$ cat src/sv/sqlx_pkg.sv
package sqlx_pkg;

   // Lexer modes
   localparam logic [3:0] M_IDLE      = 4'd0;
   localparam logic [3:0] M_WORD      = 4'd1;
   localparam logic [3:0] M_NUM_INT   = 4'd2;
   localparam logic [3:0] M_NUM_FRAC  = 4'd3;
   localparam logic [3:0] M_STR       = 4'd4;
   localparam logic [3:0] M_STR_ESC   = 4'd5;
   localparam logic [3:0] M_LINE      = 4'd6;
   localparam logic [3:0] M_BLK_SKIP  = 4'd7;
   localparam logic [3:0] M_BLK       = 4'd8;
   localparam logic [3:0] M_BLK_CLOSE = 4'd9;
   localparam logic [3:0] M_SYM2      = 4'd10;

   // Token kinds
   localparam logic [2:0] K_WS      = 3'd0;
   localparam logic [2:0] K_WORD    = 3'd1;
   localparam logic [2:0] K_NUM     = 3'd2;
   localparam logic [2:0] K_STR     = 3'd3;
   localparam logic [2:0] K_SYM     = 3'd4;
   localparam logic [2:0] K_COMMENT = 3'd5;

   // Quote kinds
   localparam logic [1:0] Q_NONE   = 2'd0;
   localparam logic [1:0] Q_SINGLE = 2'd1;
   localparam logic [1:0] Q_DOUBLE = 2'd2;
   localparam logic [1:0] Q_BTICK  = 2'd3;

   // Character codes
   localparam logic [7:0] CH_TAB        = 8'h09;
   localparam logic [7:0] CH_LF         = 8'h0A;
   localparam logic [7:0] CH_CR         = 8'h0D;
   localparam logic [7:0] CH_SPACE      = 8'h20;
   localparam logic [7:0] CH_BANG       = 8'h21;
   localparam logic [7:0] CH_DQUOTE     = 8'h22;
   localparam logic [7:0] CH_SQUOTE     = 8'h27;
   localparam logic [7:0] CH_STAR       = 8'h2A;
   localparam logic [7:0] CH_DASH       = 8'h2D;
   localparam logic [7:0] CH_DOT        = 8'h2E;
   localparam logic [7:0] CH_SLASH      = 8'h2F;
   localparam logic [7:0] CH_ZERO       = 8'h30;
   localparam logic [7:0] CH_NINE       = 8'h39;
   localparam logic [7:0] CH_COLON      = 8'h3A;
   localparam logic [7:0] CH_LT         = 8'h3C;
   localparam logic [7:0] CH_EQ         = 8'h3D;
   localparam logic [7:0] CH_GT         = 8'h3E;
   localparam logic [7:0] CH_UP_A       = 8'h41;
   localparam logic [7:0] CH_UP_Z       = 8'h5A;
   localparam logic [7:0] CH_UNDERSCORE = 8'h5F;
   localparam logic [7:0] CH_BTICK      = 8'h60;
   localparam logic [7:0] CH_LO_A       = 8'h61;
   localparam logic [7:0] CH_LO_Z       = 8'h7A;
   localparam logic [7:0] CH_PIPE       = 8'h7C;
   localparam logic [7:0] CASE_OFFSET   = 8'h20;

   typedef struct packed {
      logic [7:0] char_in;
      logic       last_in;
   } req_type;

   typedef struct packed {
      logic [7:0] byte_out;
      logic [7:0] upper_byte;
      logic [2:0] token_kind;
      logic       token_start;
      logic       last_out;
   } rsp_type;

   // Results one accepted item pushes toward the output queue
   typedef struct packed {
      logic [1:0] count;
      rsp_type    first;
      rsp_type    second;
   } push_type;

   typedef struct packed {
      logic [2:0] kind;
      logic       start;
      logic [3:0] mode;
      logic [1:0] quote;
   } disp_type;

   typedef struct packed {
      rsp_type    rsp;
      logic [3:0] mode;
      logic [1:0] quote;
   } lbl_type;

   function automatic logic is_digit(logic [7:0] c);
      return (c >= CH_ZERO) && (c <= CH_NINE);
   endfunction

   function automatic logic is_ident_start(logic [7:0] c);
      return ((c >= CH_UP_A) && (c <= CH_UP_Z)) || ((c >= CH_LO_A) && (c <= CH_LO_Z))
             || (c == CH_UNDERSCORE);
   endfunction

   function automatic logic is_ident(logic [7:0] c);
      return is_ident_start(c) || is_digit(c);
   endfunction

   function automatic logic is_space(logic [7:0] c);
      return (c == CH_SPACE) || (c == CH_TAB) || (c == CH_CR) || (c == CH_LF);
   endfunction

   // Two-byte operators: <= >= <> != || ::
   function automatic logic is_op_pair(logic [7:0] a, logic [7:0] b);
      return ((a == CH_LT) && (b == CH_EQ)) || ((a == CH_GT) && (b == CH_EQ))
             || ((a == CH_LT) && (b == CH_GT)) || ((a == CH_BANG) && (b == CH_EQ))
             || ((a == CH_PIPE) && (b == CH_PIPE)) || ((a == CH_COLON) && (b == CH_COLON));
   endfunction

   function automatic logic [7:0] quote_char(logic [1:0] q);
      logic [7:0] c;
      unique case (q)
         Q_NONE, Q_SINGLE: c = CH_SQUOTE;
         Q_DOUBLE:         c = CH_DQUOTE;
         default:          c = CH_BTICK;
      endcase
      return c;
   endfunction

   // Classify a byte that opens a fresh token
   function automatic disp_type lex_dispatch(logic [7:0] b, logic hn, logic [7:0] nx,
                                             logic [1:0] quote);
      disp_type d;
      d.kind  = K_SYM;
      d.start = 1'b1;
      d.mode  = M_IDLE;
      d.quote = quote;
      if (is_space(b)) begin
         d.kind  = K_WS;
         d.start = 1'b0;
      end else if ((b == CH_DASH) && hn && (nx == CH_DASH)) begin
         d.kind = K_COMMENT;
         d.mode = M_LINE;
      end else if ((b == CH_SLASH) && hn && (nx == CH_STAR)) begin
         d.kind = K_COMMENT;
         d.mode = M_BLK_SKIP;
      end else if ((b == CH_SQUOTE) || (b == CH_DQUOTE) || (b == CH_BTICK)) begin
         d.kind  = K_STR;
         d.mode  = M_STR;
         d.quote = (b == CH_SQUOTE) ? Q_SINGLE : ((b == CH_DQUOTE) ? Q_DOUBLE : Q_BTICK);
      end else if (is_ident_start(b)) begin
         d.kind = K_WORD;
         d.mode = M_WORD;
      end else if (is_digit(b)) begin
         d.kind = K_NUM;
         d.mode = M_NUM_INT;
      end else if (hn && is_op_pair(b, nx)) begin
         d.mode = M_SYM2;
      end
      return d;
   endfunction

   // Label one byte given the mode it meets and one byte of lookahead
   function automatic lbl_type lex_label(logic [3:0] mode, logic [1:0] quote, logic [7:0] b,
                                         logic hn, logic [7:0] nx, logic last);
      lbl_type    r;
      disp_type   d;
      logic [7:0] q;
      logic [2:0] kind;
      logic       start;
      d     = lex_dispatch(b, hn, nx, quote);
      q     = quote_char(quote);
      kind  = K_WS;
      start = 1'b0;
      r.mode  = mode;
      r.quote = quote;
      unique case (mode)
         M_WORD: begin
            if (is_ident(b)) begin
               kind = K_WORD;
            end else begin
               kind = d.kind; start = d.start; r.mode = d.mode; r.quote = d.quote;
            end
         end
         M_NUM_INT: begin
            if (is_digit(b)) begin
               kind = K_NUM;
            end else if ((b == CH_DOT) && hn && is_digit(nx)) begin
               kind   = K_NUM;
               r.mode = M_NUM_FRAC;
            end else begin
               kind = d.kind; start = d.start; r.mode = d.mode; r.quote = d.quote;
            end
         end
         M_NUM_FRAC: begin
            if (is_digit(b)) begin
               kind = K_NUM;
            end else begin
               kind = d.kind; start = d.start; r.mode = d.mode; r.quote = d.quote;
            end
         end
         M_STR: begin
            kind = K_STR;
            if (b == q) begin
               r.mode = (hn && (nx == q)) ? M_STR_ESC : M_IDLE;
            end
         end
         M_STR_ESC: begin
            kind   = K_STR;
            r.mode = M_STR;
         end
         M_LINE: begin
            if (b == CH_LF) begin
               kind = d.kind; start = d.start; r.mode = d.mode; r.quote = d.quote;
            end else begin
               kind = K_COMMENT;
            end
         end
         M_BLK_SKIP: begin
            kind   = K_COMMENT;
            r.mode = M_BLK;
         end
         M_BLK: begin
            kind = K_COMMENT;
            if ((b == CH_STAR) && hn && (nx == CH_SLASH)) begin
               r.mode = M_BLK_CLOSE;
            end
         end
         M_BLK_CLOSE: begin
            kind   = K_COMMENT;
            r.mode = M_IDLE;
         end
         M_SYM2: begin
            kind   = K_SYM;
            r.mode = M_IDLE;
         end
         default: begin
            kind = d.kind; start = d.start; r.mode = d.mode; r.quote = d.quote;
         end
      endcase
      r.rsp.byte_out    = b;
      r.rsp.upper_byte  = ((kind == K_WORD) && (b >= CH_LO_A) && (b <= CH_LO_Z))
                          ? (b - CASE_OFFSET) : b;
      r.rsp.token_kind  = kind;
      r.rsp.token_start = start;
      r.rsp.last_out    = last;
      return r;
   endfunction

endpackage

$ cat src/sv/sql_lexer_byte_classifier.sv
// Channel  Direction  Payload                                        Handshake
// req_     in         char_in, last_in                               req_valid / req_ready
// rsp_     out        byte_out, upper_byte, token_kind, token_start,  rsp_valid / rsp_ready
//                     last_out
//
// One item is taken per cycle while req_ready is high; its labels reach rsp_ through a
// three-slot result queue. A byte is labelled when the next byte arrives, so an item
// yields no result, one, or two (the final byte flushes the held one too); a final item
// with a held byte thus pushes two results. req_ready falls only when the queue
// cannot take two more results. Reset (synchronous) empties the queue and drops the held byte.
module sql_lexer_byte_classifier (
   input  logic              clock,
   input  logic              reset,
   input  logic              req_valid,
   output logic              req_ready,
   input  sqlx_pkg::req_type req_data,
   output logic              rsp_valid,
   input  logic              rsp_ready,
   output sqlx_pkg::rsp_type rsp_data
);
   import sqlx_pkg::*;

   push_type push;
   logic     accept;

   assign accept = req_valid && req_ready;

   sqlx_lexer u_lexer (
      .clock    (clock),
      .reset    (reset),
      .accept   (accept),
      .req_data (req_data),
      .push     (push)
   );

   sqlx_rsp_queue u_queue (
      .clock     (clock),
      .reset     (reset),
      .push      (push),
      .room      (req_ready),
      .rsp_valid (rsp_valid),
      .rsp_ready (rsp_ready),
      .rsp_data  (rsp_data)
   );

endmodule

$ cat src/sv/sqlx_lexer.sv
module sqlx_lexer (
   input  logic              clock,
   input  logic              reset,
   input  logic              accept,
   input  sqlx_pkg::req_type req_data,
   output sqlx_pkg::push_type push
);
   import sqlx_pkg::*;

   logic [7:0] held_byte_ff, held_byte_in;
   logic       held_valid_ff, held_valid_in;
   logic [3:0] mode_ff, mode_in;
   logic [1:0] quote_ff, quote_in;

   lbl_type    held_lbl;
   lbl_type    last_lbl;
   logic [3:0] mid_mode;
   logic [1:0] mid_quote;

   // Label the held byte against the new one, then the new one if it ends the text
   always_comb begin
      held_lbl  = lex_label(mode_ff, quote_ff, held_byte_ff, 1'b1, req_data.char_in, 1'b0);
      mid_mode  = held_valid_ff ? held_lbl.mode  : mode_ff;
      mid_quote = held_valid_ff ? held_lbl.quote : quote_ff;
      last_lbl  = lex_label(mid_mode, mid_quote, req_data.char_in, 1'b0, 8'h00, 1'b1);
   end

   // Pack the results of this item
   always_comb begin
      push.count  = accept ? ({1'b0, held_valid_ff} + {1'b0, req_data.last_in}) : 2'd0;
      push.first  = held_valid_ff ? held_lbl.rsp : last_lbl.rsp;
      push.second = last_lbl.rsp;
   end

   // Hold the new byte, or drop everything at the end of the text
   always_comb begin
      held_byte_in  = held_byte_ff;
      held_valid_in = held_valid_ff;
      mode_in       = mode_ff;
      quote_in      = quote_ff;
      if (accept) begin
         if (req_data.last_in) begin
            held_byte_in  = 8'h00;
            held_valid_in = 1'b0;
            mode_in       = M_IDLE;
            quote_in      = Q_NONE;
         end else begin
            held_byte_in  = req_data.char_in;
            held_valid_in = 1'b1;
            mode_in       = mid_mode;
            quote_in      = mid_quote;
         end
      end
   end

   always_ff @(posedge clock) begin
      held_byte_ff <= held_byte_in;
      if (reset) begin
         held_valid_ff <= 1'b0;
         mode_ff       <= M_IDLE;
         quote_ff      <= Q_NONE;
      end else begin
         held_valid_ff <= held_valid_in;
         mode_ff       <= mode_in;
         quote_ff      <= quote_in;
      end
   end

   a_last_clears: assert property (@(posedge clock) disable iff (reset)
      accept && req_data.last_in |=> !held_valid_ff && (mode_ff == M_IDLE))
      else $error("lexer state not cleared after final byte");

   a_hold_new: assert property (@(posedge clock) disable iff (reset)
      accept && !req_data.last_in |=> held_valid_ff
                                      && (held_byte_ff == $past(req_data.char_in)))
      else $error("new byte not held");

endmodule

$ cat src/sv/sqlx_rsp_queue.sv
module sqlx_rsp_queue (
   input  logic               clock,
   input  logic               reset,
   input  sqlx_pkg::push_type push,
   output logic               room,
   output logic               rsp_valid,
   input  logic               rsp_ready,
   output sqlx_pkg::rsp_type  rsp_data
);
   import sqlx_pkg::*;

   localparam logic [1:0] LAST_SLOT = 2'd2;

   rsp_type    slots_ff [3];
   logic [1:0] rd_ptr_ff, rd_ptr_in;
   logic [1:0] wr_ptr_ff, wr_ptr_in;
   logic [1:0] count_ff, count_in;
   logic [1:0] wr_next;
   logic       pop;

   function automatic logic [1:0] ptr_inc(logic [1:0] p);
      return (p == LAST_SLOT) ? 2'd0 : (p + 2'd1);
   endfunction

   assign pop       = rsp_valid && rsp_ready;
   assign rsp_valid = (count_ff != 2'd0);
   assign rsp_data  = slots_ff[rd_ptr_ff];
   // Take an item only when both of its possible results fit after this pop
   assign room      = (count_ff < 2'd2) || ((count_ff == 2'd2) && rsp_ready);
   assign wr_next   = ptr_inc(wr_ptr_ff);

   // Advance pointers and fill count
   always_comb begin
      rd_ptr_in = pop ? ptr_inc(rd_ptr_ff) : rd_ptr_ff;
      unique case (push.count)
         2'd1:    wr_ptr_in = wr_next;
         2'd2:    wr_ptr_in = ptr_inc(wr_next);
         default: wr_ptr_in = wr_ptr_ff;
      endcase
      count_in = count_ff + push.count - {1'b0, pop};
   end

   // Write up to two results
   always_ff @(posedge clock) begin
      if (push.count != 2'd0) begin
         slots_ff[wr_ptr_ff] <= push.first;
      end
      if (push.count == 2'd2) begin
         slots_ff[wr_next] <= push.second;
      end
   end

   always_ff @(posedge clock) begin
      if (reset) begin
         rd_ptr_ff <= 2'd0;
         wr_ptr_ff <= 2'd0;
         count_ff  <= 2'd0;
      end else begin
         rd_ptr_ff <= rd_ptr_in;
         wr_ptr_ff <= wr_ptr_in;
         count_ff  <= count_in;
      end
   end

   a_no_overflow: assert property (@(posedge clock) disable iff (reset)
      (push.count != 2'd0) |-> ({1'b0, count_ff} + {1'b0, push.count} - {2'b0, pop}) <= 3'd3)
      else $error("result queue overflow");

   a_pop_only: assert property (@(posedge clock) disable iff (reset)
      pop && (push.count == 2'd0) |=> count_ff == $past(count_ff) - 2'd1)
      else $error("queue count wrong after pop");

   a_push_two: assert property (@(posedge clock) disable iff (reset)
      !pop && (push.count == 2'd2) |=> count_ff == $past(count_ff) + 2'd2)
      else $error("queue count wrong after double push");

endmodule
$ cat config.mk
export PLATFORM = sky130hd
export DESIGN_NAME = sql_lexer_byte_classifier
export DESIGN_NICKNAME = d
export VERILOG_FILES = /design/src/sv/sqlx_pkg.sv /design/src/sv/sql_lexer_byte_classifier.sv /design/src/sv/sqlx_lexer.sv /design/src/sv/sqlx_rsp_queue.sv
export SDC_FILE = /design/constraint.sdc
export NUM_CORES = 1
export LEC_CHECK = 0
export BUFFER_PORTS_ARGS = -buffer_cell sky130_fd_sc_hd__buf_2
export CAP_MARGIN = 10
export CORE_MARGIN = 3
export CORE_UTILIZATION = 50
export CTS_CLUSTER_SIZE = 28
export DETAILED_ROUTE_END_ITERATION = 12
export PLACE_DENSITY = 0.68
export SLEW_MARGIN = 20
export SYNTH_ARGS = -nofsm -noshare
export SYNTH_HDL_FRONTEND = slang
export SYNTH_HIERARCHICAL = 1
export SYNTH_SLANG_ARGS = --single-unit
$ cat constraint.sdc
create_clock -name clock -period 7.35 [get_ports clock]
set_input_delay 0.3675 -clock clock [delete_from_list [all_inputs] [get_ports clock]]
set_output_delay 0.3675 -clock clock [all_outputs]
set_load 0.02 [all_outputs]
# Yosys cells after proc, flatten, opt, wreduce, memory -nomap -nowiden
# Memory sizes are Yosys's and may differ from the RTL's. A register that Yosys moved wholly into a read port is not among the register bits.
# Index checks and enable logic that the tools add are counted.
# classes
eq_ne	70
muxes	75
order_cmp	13
reduce_logical	60
add_sub_neg	8
# ops
operator	count
8-bit by 6-bit equality test with 1-bit output, second input constant	20
3-bit two-way mux	19
8-bit by 4-bit equality test with 1-bit output, second input constant	6
8-bit by 7-bit equality test with 1-bit output, second input constant	6
4-bit two-way mux	11
4-bit one-hot mux with 9 select lines	1
4-bit by 3-bit equality test with 1-bit output, second input constant	8
8-bit by 7-bit >= comparator with 1-bit output, second input constant	4
8-bit by 7-bit <= comparator with 1-bit output, second input constant	4
6-bit two-way mux	5
2-bit two-way mux	13
4-bit equality test, second input constant	6
1-bit logical AND	23
1-bit logical OR	22
21-bit two-way mux	1
3-bit one-hot mux with 7 select lines	1
3-bit one-hot mux with 6 select lines	1
4-bit by 2-bit equality test with 1-bit output, second input constant	4
8-bit by 7-bit equality test with 1-bit output	2
8-bit by 6-bit >= comparator with 1-bit output, second input constant	2
8-bit by 6-bit <= comparator with 1-bit output, second input constant	2
1-bit two-way mux	16
8-bit two-way mux	2
8-bit by 6-bit subtractor with 8-bit output, second input constant	2
23 further kinds	45
# word_totals
mem_bits_rw	63
n_memories	1
out_inout_bits	23
wordCells	234
in_bits	13
regBits	21
# memory_table
memory	words	word_bits	read_ports	rd_clocked_by_memory_dff	wr	line	rtl
u_queue.slots_ff	3	21	1	1	2	sqlx_rsp_queue.sv:14	rsp_type slots_ff [3];

# Longest topological paths before layout
# logic_depth
word_depth	26
mapped_depth	13
mapped_depth_nobuf	12

# Cells and area by module
# Netlist, hierarchy kept.
# modules_own_cells
mod	area_per_inst_um2	seq_area_each_um2	cells_each	n_inst
sqlx_rsp_queue	3602.2	2052.0	255	1
sqlx_lexer	2712.6	380.4	372	1
sql_lexer_byte_classifier	6.3	0.0	1	1

# Worst setup path before layout
# Ideal clock, no wire load.
# synth_timing
path_type	register to register
start	reg u_queue.count_ff[0]
end	mem u_queue/slots_ff[1][0] (netlist bit), enable pin
setup_slack_ps	3499
n_path_buf	1
required_ps	6918
path_stages_with_launch	9
period_less_slack_ps	3851
setup_time_ps	432
arrival_ps	3420
path_cell_list	dfxtp_1 > nand2b_1 > nand2_1 > and2_1 > clkbuf_1 > and2_1 > ha_1 > nor2_1 > a211oi_1
# synth_lines
element	line	rtl
start, declared	sqlx_rsp_queue.sv:17	logic [1:0] count_ff, count_in;
start signal, assigned	sqlx_rsp_queue.sv:61	count_ff <= count_in;
end, declared	sqlx_rsp_queue.sv:14	

==> run metrics <==
Hold Path Sink=u_lexer/mode_ff[2]; gr usage total=between 20% and 30%; total die area=0.01403 sq mm; site row count=40; Yosys warning count=6; HP Start=reset; Starting Density=between 50 and 60%; Place WS=roughly 3.5 ns; gr ovfl total=0; DRT iter0 DRCs=about 450; reg2reg end=u_queue/slots_ff[1][4]; # diodes=0; Vias/cell=6.096; Hold Fails Final Rpt=0; clock buffer depth=2; # setup viols final=0; status=completed; Pre-antenna DRT Iters=5; fin util=a little under three fifths; Post-CTS Setup Repair Bufs=0; VDD IR-drop max=roughly 90 uV; maximum number of pins on one net before global-route repair=43; CTS clk-pin slew, worst paths=roughly 0.070 ns; Clock Sinks=86; H-tree Lvls=3; Clock Skews=between 0.01 and 0.015 ns; placed wire-length estimate=11,040 um; reg2reg start=u_lexer/held_byte_ff[6]; layout cells sized above 1=approximately a quarter; #FFs+latches synth=86; routability cong.=0.8831; Crit path required time=~7.4 ns; initial antenna violation count=0; Layout fillers=about 1.1k; worst hold stages=2; post-cts resize count=0; number of enable flip-flop cells after synthesis=71; Worst-Skew Late Latency=0.34 ns; hold-fix buffers at CTS=0; Synth cell types=89; number of global-route vias before repair=4,637; maximum clock frequency=253.8 MHz; Critical Path AT=4.02 ns; Final ANT Viol Nets=0; number of I/O pins=36; Avg WL per Cell=20.19 um; min cycle time layout=between 3 and 4 ns; slew margin rel.=38.43%; Max Cap Viol=0; CTS root buffer=clkbuf_16; R2R cell count=12; nets=roughly 640; flop2flop setup slack=roughly 3.4 ns; port bufs=35; leakage power=2.360 nW; DRC=0; Synth Cell Area=approximately 0.0063 sq mm; post-layout power=approximately 1.4 mW; unrepaired setup endpoints after global routing=no; critical path endpoint category=register; via count=roughly 4.8k; synthesis-to-finish area growth=6.314%; worst min path class=input pin to register; Post-Route WL=15,990 um; syn_nets=652; fin crit share=between 50% and 60%; Async SR Flop Fraction=0%; Die Ht=approximately 120 um; fin. max-slew vios=0; P per Cell Area=around 200 mW/mm^2; worst hold slack=0.3898 ns; Critical Path Start Type=register; chip width=~120 um; Worst-Margin Slew=0.9213 ns; Setup WS post-layout=3.409 ns; Syn Area/Cell=around 10 sq um; critical path class=register to register; Fin Setup TNS=0 ns; area of the core=around 0.012 sq mm; CTS tree=built; first-pass GRT wire length=about 26,000 um; Synth Instances=628; CP Max Fanout=15; TritonCTS Buffers=9; Top FF cell, synth=edfxtp_1; sequential element share of the synthesized area=between 30% and 40%
==> state kept, by name, indices dropped and copies added, names as in the netlist, named ones only <==
register	cells
u_lexer/held_byte_ff	8
u_lexer/held_valid_ff	1
u_lexer/mode_ff	4
u_lexer/quote_ff	2
u_queue/count_ff	2
u_queue/rd_ptr_ff	2
u_queue/slots_ff	63
u_queue/wr_ptr_ff	2
==> synthesized netlist by cell type (5+ instances only) <==
cell / number / area (sq um)
edfxtp_1: 71 / 2132
nand2_1: 51 / 191.4
mux2_2: 49 / 551.8
o21ai_0: 39 / 195.2
nor2_1: 36 / 135.1
a21oi_1: 27 / 135.1
mux2i_1: 26 / 260.3
clkbuf_1: 20 / 75.07
inv_1: 20 / 75.07
mux2_4: 20 / 300.3
buf_4: 19 / 142.6
dfxtp_1: 15 / 300.3
buf_2: 14 / 70.07
nor2b_1: 14 / 87.58
nand2b_1: 13 / 81.33
ha_1: 11 / 137.6
nor3_1: 11 / 55.05
nor4_1: 11 / 68.82
nand3_1: 10 / 50.05
a211oi_1: 8 / 60.06
o21ai_1: 8 / 40.04
a31oi_1: 7 / 43.79
o31ai_1: 7 / 52.55
o21a_1: 6 / 45.04
a21o_1: 5 / 37.54
and2_1: 5 / 31.28
buf_1: 5 / 18.77
o211ai_1: 5 / 37.54
==> kinds of logic (layout without fill, tap and decap cells) <==
kind of cell,Yosys count,after routing,share of synthesized area (%)
flops,86,86,38.48
xor+xnor,4,4,0.5543
fa+ha+maj,11,11,2.177
simple gates,195,195,17.08
compound gates,152,152,16.79
other cells,1,1,0.05933
mux,96,96,17.78
buf+inv,83,79,7.086
==> worst max path at each step <==
stage	from	end	slack [ns]	cells past startpoint
floorplan	u_queue/count_ff[0]	u_queue/slots_ff[1][0]	3.50	8
global placement	u_lexer/held_byte_ff[2]	u_queue/slots_ff[0][10]	3.51	10
detailed placement	u_lexer/held_byte_ff[6]	u_queue/slots_ff[0][4]	3.50	12
CTS	u_lexer/held_byte_ff[6]	u_queue/slots_ff[1][4]	3.45	12
global route	u_lexer/held_byte_ff[6]	u_queue/slots_ff[1][4]	3.09	12
finish	u_lexer/held_byte_ff[6]	u_queue/slots_ff[1][4]	3.41	12
==> critical path, stage by stage (launching register included) <==
cell	delay, ns
edfxtp_1	0.64
inv_1	0.20
ha_1	0.23
nor4bb_1	0.15
a22oi_2	0.35
o21ai_1	0.20
nor4_1	0.39
a2bb2oi_4	0.31
o211ai_1	0.19
and3_1	0.24
nor3_2	0.26
mux2i_1	0.20
mux2_2	0.31
==> area by class of cell <==
cell class / count / area [sq um] / share of cell area [%]
Inverter: 21 / 78.83 / 1.173
Sequential cell: 86 / 2432 / 36.19
Clock buffer: 10 / 229.0 / 3.407
Clock inverter: 6 / 68.82 / 1.024
Multi-Input combinational cell: 459 / 3466 / 51.57
Timing Repair Buffer: 42 / 235.2 / 3.500
Tap cell: 168 / 210.2 / 3.128
==> power by group <==
| group | switching, mW | internal (mW) |
|---|---|---|
| Clock | 0.196 | 0.266 |
| Combinational | 0.175 | 0.122 |
| Sequential | 0.0266 | 0.577 |
==> cells in the final DEF (no fill, tap or decap), types with 3 or more instances in the layout <==
master	count
a211oi_1	7
a21o_1	5
a21oi_1	27
a22o_1	3
a2bb2oi_1	3
a31oi_1	7
and2_1	5
and3_1	3
buf_2	35
buf_4	6
clkbuf_16	9
dfxtp_1	15
edfxtp_1	71
ha_1	11
inv_1	20
mux2_2	49
mux2_4	20
mux2i_1	26
nand2_1	49
nand2_2	3
nand2b_1	13
nand3_1	10
nand4_1	3
nor2_1	36
nor2b_1	14
nor3_1	11
nor4_1	11
nor4b_1	4
nor4bb_1	3
o211ai_1	5
o21a_1	6
o21ai_0	39
o21ai_1	8
o31ai_1	6
or2_2	4
or3b_2	4
xor2_1	3
==> stage by stage <==
step | instance area [sq um] | instances
6_report | 6720 | 792
4_1_cts | 6715 | 792
5_1_grt | 6720 | 792
2_1_floorplan | 6321 | 628
3_5_place_dp | 6417 | 776
3_3_place_gp | 6401 | 775
==> routing by layer <==
metal | wire [um] | vias up | GRT usage, %
met5 | 0 | - | 0
met4 | 241 | 0 | 6.589
met3 | 605 | 16 | 3.684
met2 | 7682 | 109 | 37.69
met1 | 7465 | 2389 | 31.21
li1 | - | 2314 | -
(Power assumes the default switching activity.)
